--- src/rtl/ffea_pkg.sv ---
`default_nettype none
// ----------------------------------------------------------------------------
// ffea_pkg: shared definitions of the first-fit extent allocator
// Table geometry, request and status codes, the extent record, the
// sequencer states and the operations of the shared adder.
// ----------------------------------------------------------------------------
package ffea_pkg;

	localparam int MAX_EXTENTS = 32;
	localparam int ADDR_BITS   = 32;

	localparam int ADDR_W = 32;
	localparam int LEN_W  = 32;
	localparam int SUM_W  = ADDR_W + 1;
	localparam int IDX_W  = $clog2(MAX_EXTENTS);
	localparam int CNT_W  = $clog2(MAX_EXTENTS + 1);

	localparam logic [CNT_W-1:0] MAX_CNT   = CNT_W'(MAX_EXTENTS);
	// one past the last address of the address space
	localparam logic [SUM_W-1:0] ADDR_SPAN = SUM_W'(1) << ADDR_BITS;

	typedef enum logic [1:0] {
		MODE_ALLOC = 2'd0,
		MODE_FORCE = 2'd1,
		MODE_FREE  = 2'd2
	} mode_t;

	typedef enum logic [1:0] {
		ST_OK      = 2'd0,
		ST_NOFIT   = 2'd1,
		ST_FULL    = 2'd2,
		ST_INVALID = 2'd3
	} status_t;

	typedef enum logic {
		ALU_ADD,
		ALU_SUB
	} alu_op_t;

	// lim is base + len, kept so the scan needs compares only
	typedef struct packed {
		logic [SUM_W-1:0]  lim;
		logic [LEN_W-1:0]  len;
		logic [ADDR_W-1:0] base;
	} extent_t;

	typedef enum logic [3:0] {
		S_IDLE,
		S_CHECK,
		S_SCAN,
		S_ALLOC1,
		S_ALLOC2,
		S_FORCE1,
		S_FLEFT,
		S_FRIGHT,
		S_FREE1,
		S_FREE2,
		S_FREE3,
		S_SHL,
		S_SHR,
		S_DONE
	} state_t;

endpackage
`default_nettype wire

--- src/rtl/ffea_ram.sv ---
`default_nettype none
// ----------------------------------------------------------------------------
// ffea_ram: generic simple dual-port RAM
// One write port and one read port, read data registered.
// ----------------------------------------------------------------------------
module ffea_ram #(
	parameter int WIDTH = 8,
	parameter int DEPTH = 32,
	localparam int AW = (DEPTH > 1) ? $clog2(DEPTH) : 1
) (
	input  wire logic             clk,
	input  wire logic             we,
	input  wire logic [AW-1:0]    waddr,
	input  wire logic [WIDTH-1:0] wdata,
	input  wire logic [AW-1:0]    raddr,
	output logic      [WIDTH-1:0] rdata
);

	logic [WIDTH-1:0] mem_q [DEPTH];

	always_ff @(posedge clk) begin
		if (we) begin
			mem_q[waddr] <= wdata;
		end
		rdata <= mem_q[raddr];
	end

endmodule
`default_nettype wire

--- src/rtl/ffea_alu.sv ---
`default_nettype none
// ----------------------------------------------------------------------------
// ffea_alu: shared adder of the allocator
// One 33-bit add or subtract, used at most once per sequencer step.
// ----------------------------------------------------------------------------
module ffea_alu import ffea_pkg::*; (
	input  wire alu_op_t          op,
	input  wire logic [SUM_W-1:0] a,
	input  wire logic [SUM_W-1:0] b,
	output logic      [SUM_W-1:0] y
);

	always_comb begin
		case (op)
			ALU_ADD: y = a + b;
			ALU_SUB: y = a - b;
			default: y = a + b;
		endcase
	end

endmodule
`default_nettype wire

--- src/rtl/first_fit_extent_allocator.sv ---
`default_nettype none
// ----------------------------------------------------------------------------
// first_fit_extent_allocator: free-extent table with first-fit allocation
// Keeps free extents sorted by address, serves allocate, force allocate
// and free requests, merges touching extents on free.
// ----------------------------------------------------------------------------
// A request's wait from its accepted beat until its response is valid grows
// with N, the number of free extents in the table; it waits longer only while
// an earlier response is still stalled. The table lives in a memory with one
// read and one write port: the scan reads one extent per cycle, and inserting
// or removing an entry moves the entries behind it one per cycle. Every add
// and subtract on addresses and lengths, bound sums included, goes through a
// single shared 33-bit adder, one step per cycle. req_stall goes high once a
// beat is accepted and stays high until the result reaches the response
// register; that result may wait there while the next request is taken.
// Table entries need no clearing after reset: only the first count entries
// are ever read.
// ----------------------------------------------------------------------------
module first_fit_extent_allocator import ffea_pkg::*; (
	input  wire logic              clk,
	input  wire logic              arst_n,
	input  wire logic              req_valid,
	output logic                   req_stall,
	input  wire logic [1:0]        mode,
	input  wire logic [ADDR_W-1:0] address,
	input  wire logic [LEN_W-1:0]  size,
	output logic                   rsp_valid,
	input  wire logic              rsp_stall,
	output logic [ADDR_W-1:0]      granted_address,
	output logic [1:0]             status
);

	state_t            state_q, state_d;
	logic [CNT_W-1:0]  count_q, count_d;
	logic              rv_q, rv_d;
	logic              rsp_valid_q, rsp_valid_d;

	logic [1:0]        mode_q, mode_d;
	logic [ADDR_W-1:0] addr_q, addr_d;
	logic [LEN_W-1:0]  size_q, size_d;
	logic [SUM_W-1:0]  rend_q, rend_d;
	logic [CNT_W-1:0]  iss_q, iss_d;
	logic [IDX_W-1:0]  ridx_q, ridx_d;
	logic [CNT_W-1:0]  pos_q, pos_d;
	extent_t           cur_q, cur_d;
	extent_t           prv_q, prv_d;
	logic              prv_v_q, prv_v_d;
	logic              nxt_v_q, nxt_v_d;
	logic              flag_l_q, flag_l_d;
	logic              flag_r_q, flag_r_d;
	logic [SUM_W-1:0]  sum_l_q, sum_l_d;
	logic [SUM_W-1:0]  sum_r_q, sum_r_d;
	status_t           st_q, st_d;
	logic [ADDR_W-1:0] grant_q, grant_d;
	logic [ADDR_W-1:0] rsp_grant_q, rsp_grant_d;
	status_t           rsp_status_q, rsp_status_d;

	logic              ram_we;
	logic [IDX_W-1:0]  ram_waddr;
	extent_t           ram_wdata;
	logic [IDX_W-1:0]  ram_raddr;
	extent_t           rd;

	alu_op_t           alu_op;
	logic [SUM_W-1:0]  alu_a, alu_b, alu_y;

	logic [CNT_W-1:0]  iss_m1, pos_m1;
	logic              ml, mr, range_ok;

	ffea_ram #(
		.WIDTH ($bits(extent_t)),
		.DEPTH (MAX_EXTENTS)
	) u_table (
		.clk   (clk),
		.we    (ram_we),
		.waddr (ram_waddr),
		.wdata (ram_wdata),
		.raddr (ram_raddr),
		.rdata (rd)
	);

	ffea_alu u_alu (
		.op (alu_op),
		.a  (alu_a),
		.b  (alu_b),
		.y  (alu_y)
	);

	assign iss_m1 = iss_q - CNT_W'(1);
	assign pos_m1 = pos_q - CNT_W'(1);

	// merge decisions of a free; left merge wins when merging both sides would overflow
	assign ml = flag_l_q && !sum_l_q[SUM_W-1];
	assign mr = flag_r_q && !sum_r_q[SUM_W-1] && !(ml && alu_y[SUM_W-1]);

	assign req_stall       = (state_q != S_IDLE);
	assign rsp_valid       = rsp_valid_q;
	assign granted_address = rsp_grant_q;
	assign status          = rsp_status_q;

	always_ff @(posedge clk or negedge arst_n) begin
		if (!arst_n) begin
			state_q     <= S_IDLE;
			count_q     <= '0;
			rv_q        <= 1'b0;
			rsp_valid_q <= 1'b0;
		end else begin
			state_q     <= state_d;
			count_q     <= count_d;
			rv_q        <= rv_d;
			rsp_valid_q <= rsp_valid_d;
		end
	end

	always_ff @(posedge clk) begin
		mode_q       <= mode_d;
		addr_q       <= addr_d;
		size_q       <= size_d;
		rend_q       <= rend_d;
		iss_q        <= iss_d;
		ridx_q       <= ridx_d;
		pos_q        <= pos_d;
		cur_q        <= cur_d;
		prv_q        <= prv_d;
		prv_v_q      <= prv_v_d;
		nxt_v_q      <= nxt_v_d;
		flag_l_q     <= flag_l_d;
		flag_r_q     <= flag_r_d;
		sum_l_q      <= sum_l_d;
		sum_r_q      <= sum_r_d;
		st_q         <= st_d;
		grant_q      <= grant_d;
		rsp_grant_q  <= rsp_grant_d;
		rsp_status_q <= rsp_status_d;
	end

	always_comb begin
		state_d      = state_q;
		count_d      = count_q;
		rv_d         = rv_q;
		rsp_valid_d  = rsp_valid_q;
		mode_d       = mode_q;
		addr_d       = addr_q;
		size_d       = size_q;
		rend_d       = rend_q;
		iss_d        = iss_q;
		ridx_d       = ridx_q;
		pos_d        = pos_q;
		cur_d        = cur_q;
		prv_d        = prv_q;
		prv_v_d      = prv_v_q;
		nxt_v_d      = nxt_v_q;
		flag_l_d     = flag_l_q;
		flag_r_d     = flag_r_q;
		sum_l_d      = sum_l_q;
		sum_r_d      = sum_r_q;
		st_d         = st_q;
		grant_d      = grant_q;
		rsp_grant_d  = rsp_grant_q;
		rsp_status_d = rsp_status_q;

		ram_we    = 1'b0;
		ram_waddr = '0;
		ram_wdata = cur_q;
		ram_raddr = iss_q[IDX_W-1:0];

		alu_op   = ALU_ADD;
		alu_a    = '0;
		alu_b    = '0;
		range_ok = 1'b0;

		if (rsp_valid_q && !rsp_stall) begin
			rsp_valid_d = 1'b0;
		end

		case (state_q)
			S_IDLE: begin
				if (req_valid) begin
					mode_d  = mode;
					addr_d  = address;
					size_d  = size;
					grant_d = '0;
					st_d    = ST_OK;
					state_d = S_CHECK;
				end
			end

			S_CHECK: begin
				alu_a  = {1'b0, addr_q};
				alu_b  = {1'b0, size_q};
				rend_d = alu_y;
				case (mode_q)
					MODE_ALLOC: range_ok = 1'b1;
					MODE_FORCE,
					MODE_FREE:  range_ok = (alu_y <= ADDR_SPAN);
					default:    range_ok = 1'b0;
				endcase
				if (!range_ok || size_q == '0) begin
					st_d    = ST_INVALID;
					state_d = S_DONE;
				end else begin
					iss_d   = '0;
					rv_d    = 1'b0;
					prv_v_d = 1'b0;
					nxt_v_d = 1'b0;
					state_d = S_SCAN;
				end
			end

			// one extent read per cycle, data checked the cycle after
			S_SCAN: begin
				if (iss_q < count_q) begin
					rv_d   = 1'b1;
					ridx_d = iss_q[IDX_W-1:0];
					iss_d  = iss_q + CNT_W'(1);
				end else begin
					rv_d = 1'b0;
				end
				if (rv_q) begin
					case (mode_q)
						MODE_ALLOC: begin
							if (rd.len >= size_q) begin
								cur_d   = rd;
								pos_d   = CNT_W'(ridx_q);
								grant_d = rd.base;
								if (rd.len == size_q) begin
									iss_d   = CNT_W'(ridx_q) + CNT_W'(1);
									rv_d    = 1'b0;
									state_d = S_SHL;
								end else begin
									state_d = S_ALLOC1;
								end
							end
						end
						MODE_FORCE: begin
							if (rd.base <= addr_q && {1'b0, addr_q} < rd.lim) begin
								if (rend_q > rd.lim) begin
									st_d    = ST_NOFIT;
									state_d = S_DONE;
								end else begin
									cur_d    = rd;
									pos_d    = CNT_W'(ridx_q);
									flag_l_d = (addr_q != rd.base);
									flag_r_d = (rend_q != rd.lim);
									state_d  = S_FORCE1;
								end
							end
						end
						MODE_FREE: begin
							if (rd.base > addr_q) begin
								nxt_v_d = 1'b1;
								cur_d   = rd;
								pos_d   = CNT_W'(ridx_q);
								state_d = S_FREE1;
							end else begin
								prv_d   = rd;
								prv_v_d = 1'b1;
							end
						end
						default: begin
							st_d    = ST_INVALID;
							state_d = S_DONE;
						end
					endcase
				end else if (iss_q >= count_q) begin
					if (mode_q == MODE_FREE) begin
						pos_d   = count_q;
						state_d = S_FREE1;
					end else begin
						st_d    = ST_NOFIT;
						state_d = S_DONE;
					end
				end
			end

			S_ALLOC1: begin
				alu_a   = {1'b0, cur_q.base};
				alu_b   = {1'b0, size_q};
				sum_l_d = alu_y;
				state_d = S_ALLOC2;
			end

			S_ALLOC2: begin
				alu_op    = ALU_SUB;
				alu_a     = {1'b0, cur_q.len};
				alu_b     = {1'b0, size_q};
				ram_we    = 1'b1;
				ram_waddr = pos_q[IDX_W-1:0];
				ram_wdata = '{lim: cur_q.lim, len: alu_y[LEN_W-1:0],
				              base: sum_l_q[ADDR_W-1:0]};
				state_d   = S_DONE;
			end

			S_FORCE1: begin
				if (flag_l_q && flag_r_q && count_q == MAX_CNT) begin
					st_d    = ST_FULL;
					state_d = S_DONE;
				end else if (!flag_l_q && !flag_r_q) begin
					iss_d   = pos_q + CNT_W'(1);
					rv_d    = 1'b0;
					state_d = S_SHL;
				end else if (flag_l_q) begin
					state_d = S_FLEFT;
				end else begin
					state_d = S_FRIGHT;
				end
			end

			S_FLEFT: begin
				alu_op    = ALU_SUB;
				alu_a     = {1'b0, addr_q};
				alu_b     = {1'b0, cur_q.base};
				ram_we    = 1'b1;
				ram_waddr = pos_q[IDX_W-1:0];
				ram_wdata = '{lim: {1'b0, addr_q}, len: alu_y[LEN_W-1:0],
				              base: cur_q.base};
				state_d   = flag_r_q ? S_FRIGHT : S_DONE;
			end

			S_FRIGHT: begin
				alu_op = ALU_SUB;
				alu_a  = cur_q.lim;
				alu_b  = rend_q;
				if (flag_l_q) begin
					// split: right piece goes in as a new entry after the left one
					cur_d   = '{lim: cur_q.lim, len: alu_y[LEN_W-1:0],
					            base: rend_q[ADDR_W-1:0]};
					pos_d   = pos_q + CNT_W'(1);
					iss_d   = count_q;
					rv_d    = 1'b0;
					state_d = S_SHR;
				end else begin
					ram_we    = 1'b1;
					ram_waddr = pos_q[IDX_W-1:0];
					ram_wdata = '{lim: cur_q.lim, len: alu_y[LEN_W-1:0],
					              base: rend_q[ADDR_W-1:0]};
					state_d   = S_DONE;
				end
			end

			S_FREE1: begin
				alu_a   = {1'b0, prv_q.len};
				alu_b   = {1'b0, size_q};
				sum_l_d = alu_y;
				if ((prv_v_q && prv_q.lim > {1'b0, addr_q}) ||
				    (nxt_v_q && {1'b0, cur_q.base} < rend_q)) begin
					st_d    = ST_INVALID;
					state_d = S_DONE;
				end else begin
					flag_l_d = prv_v_q && (prv_q.lim == {1'b0, addr_q});
					flag_r_d = nxt_v_q && ({1'b0, cur_q.base} == rend_q);
					state_d  = S_FREE2;
				end
			end

			S_FREE2: begin
				alu_a   = {1'b0, cur_q.len};
				alu_b   = {1'b0, size_q};
				sum_r_d = alu_y;
				state_d = S_FREE3;
			end

			S_FREE3: begin
				alu_a = sum_l_q;
				alu_b = {1'b0, cur_q.len};
				if (ml && mr) begin
					ram_we    = 1'b1;
					ram_waddr = pos_m1[IDX_W-1:0];
					ram_wdata = '{lim: cur_q.lim, len: alu_y[LEN_W-1:0],
					              base: prv_q.base};
					iss_d     = pos_q + CNT_W'(1);
					rv_d      = 1'b0;
					state_d   = S_SHL;
				end else if (ml) begin
					ram_we    = 1'b1;
					ram_waddr = pos_m1[IDX_W-1:0];
					ram_wdata = '{lim: rend_q, len: sum_l_q[LEN_W-1:0],
					              base: prv_q.base};
					state_d   = S_DONE;
				end else if (mr) begin
					ram_we    = 1'b1;
					ram_waddr = pos_q[IDX_W-1:0];
					ram_wdata = '{lim: cur_q.lim, len: sum_r_q[LEN_W-1:0],
					              base: addr_q};
					state_d   = S_DONE;
				end else if (count_q == MAX_CNT) begin
					st_d    = ST_FULL;
					state_d = S_DONE;
				end else begin
					cur_d   = '{lim: rend_q, len: size_q, base: addr_q};
					iss_d   = count_q;
					rv_d    = 1'b0;
					state_d = S_SHR;
				end
			end

			// close the gap: entry k+1 moves down to k
			S_SHL: begin
				if (iss_q < count_q) begin
					rv_d   = 1'b1;
					ridx_d = iss_q[IDX_W-1:0];
					iss_d  = iss_q + CNT_W'(1);
				end else begin
					rv_d = 1'b0;
				end
				if (rv_q) begin
					ram_we    = 1'b1;
					ram_waddr = ridx_q - IDX_W'(1);
					ram_wdata = rd;
				end else if (iss_q >= count_q) begin
					count_d = count_q - CNT_W'(1);
					state_d = S_DONE;
				end
			end

			// open a gap at pos: entries move up from the top, then cur_q lands
			S_SHR: begin
				ram_raddr = iss_m1[IDX_W-1:0];
				if (iss_q > pos_q) begin
					rv_d   = 1'b1;
					ridx_d = iss_m1[IDX_W-1:0];
					iss_d  = iss_m1;
				end else begin
					rv_d = 1'b0;
				end
				if (rv_q) begin
					ram_we    = 1'b1;
					ram_waddr = ridx_q + IDX_W'(1);
					ram_wdata = rd;
				end else if (iss_q <= pos_q) begin
					ram_we    = 1'b1;
					ram_waddr = pos_q[IDX_W-1:0];
					ram_wdata = cur_q;
					count_d   = count_q + CNT_W'(1);
					state_d   = S_DONE;
				end
			end

			S_DONE: begin
				if (!rsp_valid_q || !rsp_stall) begin
					rsp_valid_d  = 1'b1;
					rsp_grant_d  = (st_q == ST_OK) ? grant_q : '0;
					rsp_status_d = st_q;
					state_d      = S_IDLE;
				end
			end

			default: begin
				state_d = S_IDLE;
			end
		endcase
	end

`ifndef SYNTHESIS
	a_count_bound: assert property (@(posedge clk) disable iff (!arst_n)
		count_q <= MAX_CNT)
		else $error("extent count beyond table size");

	a_count_moves_in_shift: assert property (@(posedge clk) disable iff (!arst_n)
		!$stable(count_q) |-> ($past(state_q) == S_SHL || $past(state_q) == S_SHR))
		else $error("extent count changed outside a shift");

	a_write_in_table: assert property (@(posedge clk) disable iff (!arst_n)
		ram_we |-> (CNT_W'(ram_waddr) <= count_q))
		else $error("table write beyond the filled region");

	a_full_only_when_full: assert property (@(posedge clk) disable iff (!arst_n)
		(state_q == S_DONE && st_q == ST_FULL) |-> (count_q == MAX_CNT))
		else $error("table full reported with free entries");

	a_grant_only_alloc: assert property (@(posedge clk) disable iff (!arst_n)
		(state_q == S_DONE && grant_q != '0) |->
		(mode_q == MODE_ALLOC && st_q == ST_OK))
		else $error("grant address on a request that is not a good allocate");
`endif

endmodule
`default_nettype wire
--- config.mk ---
export PLATFORM = sky130hd
export DESIGN_NAME = first_fit_extent_allocator
export DESIGN_NICKNAME = d
export VERILOG_FILES = /design/src/rtl/ffea_pkg.sv /design/src/rtl/ffea_ram.sv /design/src/rtl/ffea_alu.sv /design/src/rtl/first_fit_extent_allocator.sv
export SDC_FILE = /design/constraint.sdc
export NUM_CORES = 2
export LEC_CHECK = 0
export BUFFER_PORTS_ARGS = -buffer_cell sky130_fd_sc_hd__buf_2
export CELL_PAD_IN_SITES_DETAIL_PLACEMENT = 1
export CELL_PAD_IN_SITES_GLOBAL_PLACEMENT = 2
export CORE_MARGIN = 4
export CORE_UTILIZATION = 40
export DETAILED_ROUTE_END_ITERATION = 8
export PLACE_DENSITY_LB_ADDON = 0.05
export SETUP_SLACK_MARGIN = 0.5
export SYNTH_ARGS = -nofsm -noshare
export SYNTH_HDL_FRONTEND = slang
export SYNTH_HIERARCHICAL = 1
export SYNTH_SLANG_ARGS = --single-unit
export TNS_END_PERCENT = 10
--- constraint.sdc ---
create_clock -name clk -period 12.4 [get_ports clk]
set_input_delay 1.24 -clock clk [delete_from_list [all_inputs] [get_ports clk]]
set_output_delay 1.24 -clock clk [all_outputs]
set_load 0.05 [all_outputs]
### Word level (Yosys, flattened, before mapping)

Memories as Yosys holds them, arrays and structs flattened. A register that Yosys moved wholly into a read port is not among the register bits.
Index checks and enable logic that the tools add are counted.

* bits in registers: 460
* memory bits (writable): 3104
* bits of input ports: 70
* output and inout port bits: 36
* logic and storage cells: 349
* memories: 1

Memories
* u_table.mem_q: depth 32, width 97, rd ports 1, clocked after memory_dff 1, wr ports 1, RTL line ffea_ram.sv:19 `logic [WIDTH-1:0] mem_q [DEPTH];`

* add/sub/neg operators: 11
* order comparisons: 12
* eq/ne operators: 68
* mux-type cells: 161
* bitwise operators: 3
* reductions and logical operators: 66

Operator list (number)
* $mux 97: 12
* $pmux 97 s3: 2
* $pmux 97 s5: 1
* $pmux 33 s6: 1
* $mux 64: 3
* $mux 6: 26
* $pmux 33 s4: 1
* $mux 32: 4
* $mux 4: 17
* $lt 32x33->1: 2
* $pmux 33 s2: 1
* $pmux 32 s2: 1
* $pmux 4 s14: 1
* $ne 2x2->1 const B: 27
* $mux 5: 10
* $mux 1: 49
* $pmux 6 s7: 1
* $add 33x33->33: 1
* $eq 32x33->1: 1
* $eq 33x32->1: 1
* $gt 33x32->1: 1
* $gt 33x33->1: 1
* $le 33x33->1 const B: 1
* $ne 3x3->1 const B: 11
* other kinds (63): 145

### Logic depth before layout (Yosys ltp)

* depth in word-level cells: 14
* depth in mapped cells: 33
* depth with buffers taken out: 29

### Hierarchy

The synthesis kept the hierarchy.

Modules (own cells, without submodules)
* ffea_ram: times used 1, cells each 5666, area an instance 119878.7 um2, sequential area each 95151.3 um2
* first_fit_extent_allocator: times used 1, cells each 2551, area an instance 27453.8 um2, sequential area each 13753.2 um2
* ffea_alu: times used 1, cells each 369, area an instance 2537.4 um2, sequential area each 0.0 um2

### Worst setup path before layout

OpenSTA, ideal clock, no wires.

* path kind: register to register
* from: reg addr_q[29]
* to: reg cur_q[0] (netlist name) (enable)
* setup time: 0.574 ns
* arrival: 6.845 ns
* data required time: 11.826 ns
* setup slack: 4.980 ns
* stages on the path, launching flop included: 11
* path buffers: 0
* clock period less this slack: 7.420 ns
* path through: edfxtp_1 > inv_1 > ha_1 > nand4_2 > or4_4 > nor3_2 > nand3_1 > o31ai_4 > o211a_1 > a21boi_0 > o21ai_0

* word-level cells in the longest chain between the ends: 9
* elaborated cells between the ends (all ways): 17
* classes of those cells: add/sub (2); order compare (3); eq/ne (4); mux (2); reduce/logical (6)

RTL lines
* from (decl): RTL line first_fit_extent_allocator.sv:39 `logic [ADDR_W-1:0] addr_q, addr_d;`
* from (signal assigned): RTL line first_fit_extent_allocator.sv:117 `addr_q <= addr_d;`
* $pmux 33 s6: RTL line first_fit_extent_allocator.sv:176 `case (state_q)`
* $sub 33x33->33 / $add 33x33->33 (equally long branches)
* $pmux 33 s2: RTL line ffea_alu.sv:14 `case (op)`
* $logic_and 1x1->1: RTL line first_fit_extent_allocator.sv:94 `assign mr = flag_r_q && !sum_r_q[SUM_W-1] && !(ml && alu_y[SUM_W-1]);`
* $logic_not 1->1: RTL line first_fit_extent_allocator.sv:94
* $logic_and 1x1->1: RTL line first_fit_extent_allocator.sv:94
* $logic_and 1x1->1: RTL line first_fit_extent_allocator.sv:366 `if (ml && mr) begin`
* $ne 2x2->1 (no source line)
* $reduce_and 12->1 (no source line) (*)
* to (signal assigned): RTL line first_fit_extent_allocator.sv:123 `cur_q <= cur_d;`
* to (decl): RTL line first_fit_extent_allocator.sv:45 `extent_t cur_q, cur_d;`

Every way passes the cells marked *; elsewhere a longest branch is shown, timed or not.
A chain may end at the register's enable or synchronous reset.

==> out/metrics.csv <==
metric,value,unit
hold_ws,0.222,ns
Critical Path RT,13.02,ns
initial DRC count,11300,
via count of the first global-routing pass,91000,
Max stage delay on crit path,0.90,ns
Final Hold Fails,0,
I/O pins,106,
part of the power in registers,36.0,%
Mean Syn Cell Area,17.5,um2
worst endpoint data arrival time,11.03,ns
met1 track demand over resource,43.3,%
fin crit period,10.41,ns
die area,385000,um2
total track usage,31.0,%
first-pass iteration count of the detailed router,6,
Final Non-Filler Cells,14300,
Slew @ Worst Pin,1.48,ns
crit share post-route,83.9,%
final RePlAce weighted congestion,0.920,
Most common cell on crit path,nand2_1,
DIE HEIGHT,620,um
kind of cell adding the most delay to the critical path,simple AND/OR/NAND/NOR gates,
Setup CP Type,register to register,
DR WL/cell,42.3,um
CP endpoint kind,register,
Post-Place Cells,13500,
htree depth,5,
buffer count from post-CTS setup fixing,0,
P per Cell Area,302,nW/um2
CTS resizes,0,
Comb power frac,40.7,%
Buffers on Ports,105,
post-route clock skew,0.0658,ns
Finished Core Util,46.0,%
Net Sw Frac,40.3,%
share of cells above drive strength 1,17.2,%
status,finished with violations,
Die Span X,620,um
net switching power,20.9,mW
WL final,606000,um
Global Route met2 Usage,50.9,%
MaxCap Viol Count,1,
top-area cell type share of the netlist area,71.2,%
Synth area leaders,"edfxtp_1 (71%), mux4_2 (5.8%), mux2i_1 (5.4%)",
Crit-path slowest cell,dfrtp_1,
worst skew pair latency,1.00,ns
Bufs on Longest Clock Path,4,
HP Class,input pin to asynchronous set/reset pin,
clk root buf,clkbuf_16,
drc violations,0,
mapped cell area,150000,um2
initial core utilization,40.2,%
"FF+latch count, synth",3661,
core area,373000,um2
HPWL Detailed,364000,um
Worst VDD drop,0.245,mV
Rows,224,
post-synthesis sequential area ratio,72.7,%
worst rel slew slack,0.742,%
number of synthesized flops with an enable pin,3552,
largest net degree at the start of global routing,118,
Netlist cell types,95,
count of final max-slew check failures,0,
CTS Buf Count,406,
hold buffer count at cts,0,
CTS sink cnt,3661,
Area growth syn-to-layout,14.4,%
met3 usage,3.49,%
largest fanout on the critical path,32,
WP buf/inv,3,
leakage,57.8,nW
grt ovf,0,
final setup violation count,0,
FMAX,96.1,MHz
async set-or-reset flop fraction in the synthesized netlist,0.328,%
CTS tree,done,
violated checks,max-capacitance violations,
Yosys warning count,6,
Most Crowded Layer GR,met2,
Gate Count Post-Synth,8586,
most frequent cells in the layout,"edfxtp_1 (3552), mux2i_1 (811), a22oi_1 (674)",
syn_nets,8910,
Power Internal,30.9,mW
vias per inst,6.33,
first-pass GRT wire length,814000,um
Nets,9304,
RSZ-0062 raised after global routing,false,
most area-hungry cell type in the Yosys netlist,edfxtp_1,
Startpoint Class,register,
"commonest non-fill, non-tap cell in the layout",edfxtp_1,
ANT nets after route,0,
"Top FF cell, synth",edfxtp_1,
Setup TNS,0,ns
DR vias,90600,
initial antenna violation count,42,
Clk network pwr share,23.3,%
clock slew at reported path FFs,0.06,ns
-- worst reg2reg max path, cell delays in order, from the launching register on --
cell	delay, ns
dfrtp_1	0.90
inv_1	0.25
nand2_1	0.31
nor2_4	0.22
buf_4	0.32
a222oi_1	0.47
nand2_1	0.17
or4_4	0.60
nor3_1	0.23
nand4b_1	0.54
nor2_1	0.52
nor2_1	0.11
xnor2_1	0.16
ha_1	0.23
a21o_1	0.21
a21o_1	0.19
a21o_1	0.21
a221oi_1	0.51
o21ai_0	0.15
a211oi_1	0.34
xnor2_1	0.21
nor2_1	0.65
nand2_1	0.23
nand2_2	0.84
buf_4	0.47
a222oi_1	0.22
nand2_1	0.81
-- path summary, 6_finish.rpt --
| path | startpoint | endpoint | slack [ns] | cells after the start |
|---|---|---|---|---|
| hold / removal | arst_n | count_q[1]$_DFFE_PN0P_ | 0.22 | 1 |
| max in group asynchronous | arst_n | rv_q$_DFFE_PN0P_ | 11.79 | 1 |
| setup / recovery | state_q[2]$_DFFE_PN0P_ | u_table/mem_q[18][48]$_DFFE_PP_ | 1.99 | 26 |
| min in group clk | address[4] | addr_q[4]$_DFFE_PP_ | 0.42 | 1 |
| setup reg to reg | state_q[2]$_DFFE_PN0P_ | u_table/mem_q[18][48]$_DFFE_PP_ | 1.99 | 26 |
| hold reg to reg | grant_q[26]$_SDFFCE_PN0P_ | granted_address[26]$_SDFFCE_PP0P_ | 0.52 | 1 |
-- stage by stage --
step | worst slack (ns) | area, um2 | power [mW]
after floorplan | 4.98 | 150000 | 30.4
after global placement | 2.33 | 158000 | 39.5
after detailed placement | 2.22 | 158000 | 39.8
after CTS | 2.21 | 171000 | 51.9
after global routing | 1.50 | 171000 | 53.7
final | 1.99 | 171000 | 51.8
-- flip-flops by register name (all words and copies together), names as in the netlist, 2 cells and up --
| register | count |
|---|---|
| sum_l_q | 33 |
| addr_q | 32 |
| state_q | 4 |
| grant_q | 32 |
| cur_q | 97 |
| st_q | 2 |
| count_q | 6 |
| iss_q | 6 |
| u_table/mem_q | 3104 |
| rend_q | 33 |
| prv_q | 97 |
| u_table/rdata | 97 |
| size_q | 32 |
| mode_q | 2 |
| status | 2 |
| granted_address | 32 |
| pos_q | 6 |
| sum_r_q | 33 |
| ridx_q | 5 |
-- power groups by stage --
stage	logic [mW]	clock network, mW	registers [mW]
global route	22.2	12.8	18.7
detailed placement	20.9	0	18.9
CTS	21.0	12.3	18.6
finish	21.1	12.1	18.6
global placement	20.7	0	18.8
floorplan	12.1	0	18.2
-- kinds of logic after synthesis --
logic type	share of synthesized area, %
fa+ha+maj	2.13
compound gates	7.48
buf+inv	2.02
flops	72.7
mux	11.3
simple gates	3.91
xor+xnor	0.497
-- layer usage --
| metal | wire (um) | vias to the layer above | share of wire, % |
|---|---|---|---|
| met2 | 290000 | 3797 | 48 |
| met3 | 37300 | 867 | 6.2 |
| met5 | 56 | - | 0.0092 |
| met1 | 256000 | 50000 | 42 |
| li1 | - | 35900 | - |
| met4 | 22200 | 8 | 3.7 |
-- synthesized netlist by cell type, drive strengths merged (13+ instances only) --
cell type,instances
and2,54
a21oi,158
a22oi,674
a31oi,63
mux2i,811
ha,252
a222oi,65
nand2b,17
inv,185
buf,231
o21a,13
xor2,16
clkbuf,252
a221o,101
a21o,58
a211oi,20
mux4,389
dfxtp,97
o21ai,135
nand2,373
and3,45
nand3,273
nor3,43
a22o,86
o221ai,42
edfxtp,3552
nand4,88
nor2,196
xnor2,69
o211ai,15
nor4,23
nor2b,31
-- layout make-up --
class / count / area [um2]
clock inverter: 184 / 1870
timing repair buffer: 469 / 3700
antenna: 10 / 25.0
sequential: 3661 / 109000
clock buffer: 580 / 11400
tap: 4972 / 6220
inverter: 187 / 709
fill: 35000 / 201000
multi-input combinational: 4255 / 38600
Note: power is estimated with default switching activity, not from simulation.
